<file path="src/kbq_pkg.sv">
// Shared types, constants and codes of the keyboard event queue.
package kbq_pkg;

  localparam int unsigned QUEUE_DEPTH_DEF = 16;
  localparam int unsigned KEY_COUNT       = 128;
  localparam int unsigned KEY_W           = $clog2(KEY_COUNT);
  localparam int unsigned CODE_W          = 8;
  localparam int unsigned TIME_W          = 32;
  localparam int unsigned LOST_W          = 16;
  localparam int unsigned HELD_W          = 8;
  localparam int unsigned PADDR_W         = 3;
  localparam int unsigned PDATA_W         = 32;

  localparam logic [CODE_W-1:0] KEY_MASK     = 8'h7f;
  localparam logic [CODE_W-1:0] RELEASE_MASK = 8'h80;
  localparam logic [TIME_W-1:0] TIMER_MAX_RST = 32'hffff_ffff;
  localparam logic [LOST_W-1:0] LOST_MAX      = 16'hffff;

  localparam logic REG_TIMER_MAX = 1'b0;

  typedef enum logic [1:0] {
    CMD_EVENT       = 2'd0,
    CMD_POP         = 2'd1,
    CMD_RELEASE_ALL = 2'd2
  } cmd_e;

  typedef enum logic {
    S_IDLE = 1'b0,
    S_EXEC = 1'b1
  } state_e;

  typedef struct packed {
    logic [CODE_W-1:0] code;
    logic [TIME_W-1:0] stamp;
    logic [TIME_W-1:0] delta;
  } fifo_entry_t;

  typedef struct packed {
    logic             rd_en;
    logic [KEY_W-1:0] rd_addr;
    logic             wr_en;
    logic [KEY_W-1:0] wr_addr;
    logic             wr_held;
    logic             clear_all;
  } map_req_t;

endpackage

</file>
<file path="src/keyboard_event_queue.sv">
// Keyboard event queue: held-key filter, timestamped event FIFO and loss counters.
// An item is taken when start is high and busy is low; busy then stays high for one cycle.
// Its result is strobed on result_valid_o in the cycle after that.
// No new item is taken while busy is high; the map and FIFO reads are registered.
// Reset zeroes map valid bits, rd_ptr, counters; wr_ptr to PTR_LAST, timer_max all ones.
// The result ports cannot be stalled by the receiver.
module keyboard_event_queue import kbq_pkg::*; #(
  parameter int unsigned QUEUE_DEPTH = QUEUE_DEPTH_DEF,
  localparam int unsigned PTR_W      = $clog2(QUEUE_DEPTH),
  localparam int unsigned CNT_W      = $clog2(QUEUE_DEPTH + 1)
) (
  input  logic               clk_i,
  input  logic               rst_ni,
  input  logic               start,
  output logic               busy,
  input  logic [1:0]         command_i,
  input  logic [CODE_W-1:0]  scan_code_i,
  input  logic [TIME_W-1:0]  time_now_i,
  output logic               result_valid_o,
  output logic               event_queued_o,
  output logic               event_lost_o,
  output logic               pop_valid_o,
  output logic [CODE_W-1:0]  pop_scan_code_o,
  output logic [TIME_W-1:0]  pop_time_o,
  output logic [TIME_W-1:0]  pop_time_delta_o,
  output logic [CNT_W-1:0]   queued_count_o,
  output logic               queue_full_o,
  output logic               any_key_held_o,
  output logic [LOST_W-1:0]  lost_press_count_o,
  output logic [LOST_W-1:0]  lost_release_count_o,
  input  logic               psel,
  input  logic               penable,
  input  logic               pwrite,
  input  logic [PADDR_W-1:0] paddr,
  input  logic [PDATA_W-1:0] pwdata,
  output logic [PDATA_W-1:0] prdata,
  output logic               pready
);

  localparam logic [PTR_W-1:0] PTR_LAST = PTR_W'(QUEUE_DEPTH - 1);
  localparam logic [CNT_W-1:0] CNT_FULL = CNT_W'(QUEUE_DEPTH);

  state_e state_q, state_d;
  logic   accept;

  logic [1:0]        cmd_q;
  logic [CODE_W-1:0] code_q;
  logic [TIME_W-1:0] now_q;

  logic [PTR_W-1:0]  rd_ptr_q, rd_ptr_d;
  logic [PTR_W-1:0]  wr_ptr_q, wr_ptr_d;
  logic [CNT_W-1:0]  count_q, count_d;
  logic [HELD_W-1:0] held_total_q, held_total_d;
  logic [TIME_W-1:0] last_time_q, last_time_d;
  logic [LOST_W-1:0] lost_press_q, lost_press_d;
  logic [LOST_W-1:0] lost_rel_q, lost_rel_d;

  logic [TIME_W-1:0] timer_max;
  map_req_t          map_req;
  logic              key_held;
  fifo_entry_t       fifo_rdata;
  fifo_entry_t       fifo_wdata;
  logic              fifo_wr_en;
  logic [PTR_W-1:0]  wr_slot;

  logic              is_release;
  logic              change;
  logic              do_append;
  logic              do_pop;
  logic [TIME_W-1:0] delta;

  logic              queued_d, lost_d, pvalid_d;
  fifo_entry_t       pop_d;

  kbq_apb_regs u_regs (
    .clk_i       (clk_i),
    .rst_ni      (rst_ni),
    .psel        (psel),
    .penable     (penable),
    .pwrite      (pwrite),
    .paddr       (paddr),
    .pwdata      (pwdata),
    .prdata      (prdata),
    .pready      (pready),
    .timer_max_o (timer_max)
  );

  kbq_held_map u_map (
    .clk_i  (clk_i),
    .rst_ni (rst_ni),
    .req_i  (map_req),
    .held_o (key_held)
  );

  kbq_fifo_ram #(
    .QUEUE_DEPTH (QUEUE_DEPTH)
  ) u_fifo (
    .clk_i     (clk_i),
    .rd_en_i   (accept),
    .rd_addr_i (rd_ptr_q),
    .rd_data_o (fifo_rdata),
    .wr_en_i   (fifo_wr_en),
    .wr_addr_i (wr_slot),
    .wr_data_i (fifo_wdata)
  );

  always_comb begin
    state_d = state_q;
    case (state_q)
      S_IDLE: begin
        if (start) begin
          state_d = S_EXEC;
        end
      end
      S_EXEC: begin
        state_d = S_IDLE;
      end
      default: begin
        state_d = S_IDLE;
      end
    endcase
  end

  always_comb begin
    busy = 1'b0;
    case (state_q)
      S_IDLE:  busy = 1'b0;
      S_EXEC:  busy = 1'b1;
      default: busy = 1'b0;
    endcase
  end

  assign accept = start & ~busy;

  always_ff @(posedge clk_i) begin
    if (accept) begin
      cmd_q  <= command_i;
      code_q <= scan_code_i;
      now_q  <= time_now_i;
    end
  end

  assign is_release = (code_q & RELEASE_MASK) != '0;
  assign change     = busy && (cmd_e'(cmd_q) == CMD_EVENT) && (is_release == key_held);
  assign do_append  = change && (count_q != CNT_FULL);
  assign do_pop     = busy && (cmd_e'(cmd_q) == CMD_POP) && (count_q != '0);
  assign wr_slot    = (wr_ptr_q == PTR_LAST) ? '0 : wr_ptr_q + 1'b1;
  assign delta      = (last_time_q <= now_q) ? now_q - last_time_q
                                             : timer_max - last_time_q + 1'b1 + now_q;

  assign fifo_wr_en       = do_append;
  assign fifo_wdata.code  = code_q;
  assign fifo_wdata.stamp = now_q;
  assign fifo_wdata.delta = delta;

  always_comb begin
    map_req.rd_en     = accept;
    map_req.rd_addr   = KEY_W'(scan_code_i & KEY_MASK);
    map_req.wr_en     = change;
    map_req.wr_addr   = KEY_W'(code_q & KEY_MASK);
    map_req.wr_held   = ~is_release;
    map_req.clear_all = busy && (cmd_e'(cmd_q) == CMD_RELEASE_ALL);
  end

  always_comb begin
    rd_ptr_d     = rd_ptr_q;
    wr_ptr_d     = wr_ptr_q;
    count_d      = count_q;
    held_total_d = held_total_q;
    last_time_d  = last_time_q;
    lost_press_d = lost_press_q;
    lost_rel_d   = lost_rel_q;
    queued_d     = 1'b0;
    lost_d       = 1'b0;
    pvalid_d     = 1'b0;
    pop_d        = '0;
    if (busy) begin
      case (cmd_e'(cmd_q))
        CMD_EVENT: begin
          if (change) begin
            if (is_release) begin
              if (held_total_q != '0) begin
                held_total_d = held_total_q - 1'b1;
              end
            end else begin
              held_total_d = held_total_q + 1'b1;
            end
            if (do_append) begin
              queued_d    = 1'b1;
              wr_ptr_d    = wr_slot;
              count_d     = count_q + 1'b1;
              last_time_d = now_q;
            end else begin
              lost_d = 1'b1;
              if (is_release) begin
                if (lost_rel_q != LOST_MAX) begin
                  lost_rel_d = lost_rel_q + 1'b1;
                end
              end else if (lost_press_q != LOST_MAX) begin
                lost_press_d = lost_press_q + 1'b1;
              end
            end
          end
        end
        CMD_POP: begin
          if (do_pop) begin
            pvalid_d = 1'b1;
            pop_d    = fifo_rdata;
            rd_ptr_d = (rd_ptr_q == PTR_LAST) ? '0 : rd_ptr_q + 1'b1;
            count_d  = count_q - 1'b1;
          end
        end
        CMD_RELEASE_ALL: begin
          held_total_d = '0;
        end
        default: begin
        end
      endcase
    end
  end

  always_ff @(posedge clk_i or negedge rst_ni) begin
    if (!rst_ni) begin
      state_q        <= S_IDLE;
      rd_ptr_q       <= '0;
      wr_ptr_q       <= PTR_LAST;
      count_q        <= '0;
      held_total_q   <= '0;
      last_time_q    <= '0;
      lost_press_q   <= '0;
      lost_rel_q     <= '0;
      result_valid_o <= 1'b0;
    end else begin
      state_q        <= state_d;
      rd_ptr_q       <= rd_ptr_d;
      wr_ptr_q       <= wr_ptr_d;
      count_q        <= count_d;
      held_total_q   <= held_total_d;
      last_time_q    <= last_time_d;
      lost_press_q   <= lost_press_d;
      lost_rel_q     <= lost_rel_d;
      result_valid_o <= busy;
    end
  end

  always_ff @(posedge clk_i) begin
    if (busy) begin
      event_queued_o       <= queued_d;
      event_lost_o         <= lost_d;
      pop_valid_o          <= pvalid_d;
      pop_scan_code_o      <= pop_d.code;
      pop_time_o           <= pop_d.stamp;
      pop_time_delta_o     <= pop_d.delta;
      queued_count_o       <= count_d;
      queue_full_o         <= (count_d == CNT_FULL);
      any_key_held_o       <= (held_total_d != '0);
      lost_press_count_o   <= lost_press_d;
      lost_release_count_o <= lost_rel_d;
    end
  end

  a_result_follows_busy: assert property (@(posedge clk_i) disable iff (!rst_ni)
    busy |=> result_valid_o)
    else $error("result strobe missing after an item was worked on");

  a_no_overlap: assert property (@(posedge clk_i) disable iff (!rst_ni)
    result_valid_o |-> !busy)
    else $error("result strobed while an item is still at work");

  a_queued_or_lost: assert property (@(posedge clk_i) disable iff (!rst_ni)
    result_valid_o |-> !(event_queued_o && event_lost_o))
    else $error("event reported both queued and lost");

  a_count_bound: assert property (@(posedge clk_i) disable iff (!rst_ni)
    count_q <= CNT_FULL)
    else $error("FIFO entry count exceeds the depth");

  a_lost_only_full: assert property (@(posedge clk_i) disable iff (!rst_ni)
    (busy && lost_d) |-> (count_q == CNT_FULL))
    else $error("event dropped while the FIFO had room");

endmodule

</file>
<file path="src/kbq_held_map.sv">
// Held-key map: a 128 by 1 memory with per-entry valid bits, so that clear_all clears every entry at once.
module kbq_held_map import kbq_pkg::*; (
  input  logic     clk_i,
  input  logic     rst_ni,
  input  map_req_t req_i,
  output logic     held_o
);

  logic                 held_mem [KEY_COUNT];
  logic [KEY_COUNT-1:0] valid_q;
  logic                 rd_data_q;
  logic                 rd_valid_q;

  always_ff @(posedge clk_i) begin
    if (req_i.wr_en) begin
      held_mem[req_i.wr_addr] <= req_i.wr_held;
    end
    if (req_i.rd_en) begin
      rd_data_q <= held_mem[req_i.rd_addr];
    end
  end

  always_ff @(posedge clk_i or negedge rst_ni) begin
    if (!rst_ni) begin
      valid_q    <= '0;
      rd_valid_q <= 1'b0;
    end else begin
      if (req_i.clear_all) begin
        valid_q <= '0;
      end else if (req_i.wr_en) begin
        valid_q[req_i.wr_addr] <= 1'b1;
      end
      if (req_i.rd_en) begin
        rd_valid_q <= valid_q[req_i.rd_addr];
      end
    end
  end

  assign held_o = rd_valid_q & rd_data_q;

endmodule

</file>
<file path="src/kbq_fifo_ram.sv">
// Event FIFO storage: one write port and one registered read port.
module kbq_fifo_ram import kbq_pkg::*; #(
  parameter int unsigned QUEUE_DEPTH = QUEUE_DEPTH_DEF,
  localparam int unsigned PTR_W      = $clog2(QUEUE_DEPTH)
) (
  input  logic        clk_i,
  input  logic        rd_en_i,
  input  logic [PTR_W-1:0] rd_addr_i,
  output fifo_entry_t rd_data_o,
  input  logic        wr_en_i,
  input  logic [PTR_W-1:0] wr_addr_i,
  input  fifo_entry_t wr_data_i
);

  fifo_entry_t mem [QUEUE_DEPTH];

  always_ff @(posedge clk_i) begin
    if (wr_en_i) begin
      mem[wr_addr_i] <= wr_data_i;
    end
    if (rd_en_i) begin
      rd_data_o <= mem[rd_addr_i];
    end
  end

endmodule

</file>
<file path="src/kbq_apb_regs.sv">
// APB configuration register holding the timer maximum.
module kbq_apb_regs import kbq_pkg::*; (
  input  logic               clk_i,
  input  logic               rst_ni,
  input  logic               psel,
  input  logic               penable,
  input  logic               pwrite,
  input  logic [PADDR_W-1:0] paddr,
  input  logic [PDATA_W-1:0] pwdata,
  output logic [PDATA_W-1:0] prdata,
  output logic               pready,
  output logic [TIME_W-1:0]  timer_max_o
);

  logic [TIME_W-1:0] timer_max_q;
  logic [TIME_W-1:0] timer_max_d;
  logic              wr_hit;

  assign pready = 1'b1;
  assign wr_hit = psel & penable & pwrite & pready & (paddr[2] == REG_TIMER_MAX);

  always_comb begin
    timer_max_d = timer_max_q;
    if (wr_hit) begin
      timer_max_d = pwdata;
    end
  end

  always_ff @(posedge clk_i or negedge rst_ni) begin
    if (!rst_ni) begin
      timer_max_q <= TIMER_MAX_RST;
    end else begin
      timer_max_q <= timer_max_d;
    end
  end

  assign prdata      = (paddr[2] == REG_TIMER_MAX) ? timer_max_q : '0;
  assign timer_max_o = timer_max_q;

endmodule
</file>
<file path="config.mk">
export PLATFORM = sky130hd
export DESIGN_NAME = keyboard_event_queue
export DESIGN_NICKNAME = d
export VERILOG_FILES = /design/src/kbq_pkg.sv /design/src/keyboard_event_queue.sv /design/src/kbq_held_map.sv /design/src/kbq_fifo_ram.sv /design/src/kbq_apb_regs.sv
export SDC_FILE = /design/constraint.sdc
export NUM_CORES = 2
export LEC_CHECK = 0
export ABC_CLOCK_PERIOD_IN_PS = 17900
export BUFFER_PORTS_ARGS = -buffer_cell sky130_fd_sc_hd__buf_2
export CORE_UTILIZATION = 45
export DETAILED_ROUTE_END_ITERATION = 6
export GPL_TIMING_DRIVEN = 0
export MAX_ROUTING_LAYER = met4
export PLACE_DENSITY = 0.6
export SLEW_MARGIN = 20
export SYNTH_ARGS = -nofsm -noshare
export SYNTH_HDL_FRONTEND = slang
export SYNTH_SLANG_ARGS = --single-unit
</file>
<file path="constraint.sdc">
create_clock -name clk_i -period 17.9 [get_ports clk_i]
set_input_delay 3.58 -clock clk_i [delete_from_list [all_inputs] [get_ports clk_i]]
set_output_delay 3.58 -clock clk_i [all_outputs]
set_load 0.05 [all_outputs]
</file>
==> flow_summary.ini <==
[status]
status = completed

[worst_setup_path]
required_ps = 14320
critPathMostFrequentCell = buf_2
crit_chain = buf_2 > clkbuf_1 > nor2_1 > buf_2
cp_max_fo = 10
cp-start-kind = input port
rrSetupSlack_ps = 12400
crit_type = input port to output pin
r2r_start = state_q$_DFF_PN0_
critPathCaptureType = output pin
rr_worst_depth = 13
cpPeakStageDelay_ps = 620
slowest_stage = nor2_1
reg2reg_to = u_fifo.mem[15][29]$_DFFE_PP_
arrival_ps = 5140
crit_buf_inv = 3
crit_family = buffers and inverters

[route]
avgRoutedWirePerCell_um = 28.0
vias = 37600
drtIter0Drc = 3515
wl_um = 184000
drt_pre_antenna_iters = 6
ant_nets = 0
drc = 0
via_per_inst = 5.74

[sta]
tns_ps = 0
fin_skew_ps = 54.8
period_share = 0.487
max_slew_margin = 0.207
rsz0062_at_grt = no
hold_viol_final = 0
slew_viol_final = 0
max_clock_freq_mhz = 115
tightest_slew_ps = 1190
fin_crit_ps = 8720
finalSetupViolCount = 0

[pwr]
p_total_mw = 12.8
clkPwrFrac = 0.301
comb_power_share = 0.287
peakVddDrop_v = 0.000113
switching_share = 0.310
p_per_area_nw_per_um2 = 152
power_frac_seq = 0.412
p_int_mw = 8.81
p_sw_mw = 3.96
p_leak_nw = 29.2

[synthesis]
synthFlopType = edfxtp_1
ys_warn_count = 0
synthDistinctLibCells = 70
synth_top_family_by_area = multiplexers
muxShareOfSynthArea = 0.148
synthSimpleGateAreaFrac = 0.0398
ys_seq_elements = 1757
synth_edf_count = 1509
async_reset_ff_frac = 0.141
synth_compound_area_frac = 0.0381
synthCells = 3822
synth_nets = 4016
syn-mean-instance-area_um2 = 18.7
synthAdderAreaFrac = 0.0228
synth_area_um2 = 71500
synth_xor_area_frac = 0.0109
synth-seq-area-share = 0.722

[final_layout]
seq_area_um2 = 51600
fin_area_um2 = 84000
layout_commonest_cell = edfxtp_1
nNetsFinal = 4535
layout_common_cells = edfxtp_1 (1509), mux4_2 (444), buf_2 (244)
stdcell_count = 6561
fill_cells = 12200
utilization = 0.535
area_delta_synth_final_pct = 17.5
drive_gt1_frac = 0.275
multi_input_area_um2 = 18800

[clock_tree]
cts_tree = done
clock_latency_ps = 830
cts_buffers = 181
htree_levels = 4
path_clk_slew_ps = 60
ctsHoldBuffers = 0
cts_root_buf = clkbuf_16
cts_resized = 0
max-clock-path-buffers = 3
postCtsSetupBuffers = 0
clock_sinks = 1757

[hold_path]
holdPathEnd = u_map.valid_q[3]$_DFFE_PN0P_
hold_class = flip-flop to flip-flop
hold_depth = 1
min_from = u_map.valid_q[3]$_DFFE_PN0P_

[run]
cap_violations = 0

[die]
io_pins = 232
start_util = 0.455
core_um2 = 157000
dieArea_um2 = 160000
row_count = 145
fp.dieW_um = 400
die_h_um = 400

[place]
io_buffers = 228
place_inst = 6216
dpl.hpwl_um = 124000
placed_cell_area_um2 = 77900
gp_congestion = 0.888

[grt]
overflow = 0
grtUsageTotal = 0.238
grt_pass1_wl_um = 265000
antenna_found_initial = 7
grt_max_degree = 87
grt_pass1_vias = 37900
registers in the layout, indices dropped and copies added (netlist names), 16 cells and up:
register and flops:
u_regs.timer_max_o 32, lost_release_count_o 16, pop_time_delta_o 32, now_q 32, lost_press_q 16, u_map.held_mem 128
lost_rel_q 16, lost_press_count_o 16, u_map.valid_q 128, last_time_q 32, u_fifo.rd_data_o 72, u_fifo.mem 1152
pop_time_o 32
cells by family after synthesis:
kind of cell    count (synthesis)
simple gates                  609
buf+inv                       349
other cells                     1
flops                        1757
mux                           495
compound gates                411
xor+xnor                       89
fa+ha+maj                     111
power groups by stage:
stage          clock, mW  combinational [mW]  sequential, mW
2_1_floorplan          0                2.27            5.39
3_3_place_gp           0                3.43            5.41
3_5_place_dp           0                3.69            5.35
4_1_cts             3.90                3.70            5.27
5_1_grt             4.06                3.93            5.28
6_report            3.84                3.66            5.26
worst reg2reg max path: stages (launching register included):
cell and delay (ps):
dfrtp_4 730, buf_12 280, buf_12 300, nand2b_1 210, nor2_1 260, and3_1 200
clkbuf_1 590, clkbuf_1 570, buf_1 520, nand2_1 340, nor2_4 600, buf_16 240
buf_16 170, buf_16 170
how the worst max path moves through the flow:
stage / startpoint / end / slack, ps / depth (start not counted)
final: paddr[2] / prdata[19] / 9180 / 4
after detailed placement: paddr[2] / prdata[19] / 9230 / 4
after global placement: state_q$_DFF_PN0_ / now_q[9]$_DFFE_PP_ / -4700 / 1
after floorplan: start / state_q$_DFF_PN0_ / 8580 / 1
after CTS: paddr[2] / prdata[19] / 9230 / 4
after global routing: paddr[2] / prdata[19] / 9080 / 4
through the flow:
stage	worst slack [ps]	hold WS (ps)
2_1_floorplan	8580	452
3_3_place_gp	-4700	467
3_5_place_dp	9230	476
4_1_cts	9230	489
5_1_grt	9080	499
6_report	9180	484
area by class of cell:
cell class	count	area share
flip-flops and latches	1757	0.614
multi-input cells	1716	0.223
clock buffers	228	0.0570
repair buffers	336	0.0427
well taps	2058	0.0307
clock inverters	112	0.0155
plain buffers	172	0.00867
inverters	177	0.00797
diodes	5	0.000149
synthesized netlist by cell type, drive strengths merged, types with 36 or more instances:
cell    count  share of area
a21oi      74         0.0052
inv       177         0.0093
mux4      444           0.14
edfxtp   1509           0.63
xnor2      57         0.0070
clkbuf    122         0.0064
mux2       43         0.0068
o21a      137          0.014
dfrtp     212          0.074
nand3      47         0.0033
o21ai      96         0.0068
dfstp      36          0.013
nor2      239          0.013
ha         79          0.014
buf        50         0.0032
nand2     130         0.0069
and2       80         0.0070
routing by layer:
layer,wire length [um],share of wire,GRT usage,vias up
met1,76300,0.41,0.321,19800
met2,88300,0.48,0.368,1449
met4,5390,0.029,0.0709,0
met3,14000,0.076,0.0481,289
met5,0,0,-,-
li1,-,-,-,16100
Note: power is estimated with default switching activity, not from simulation.
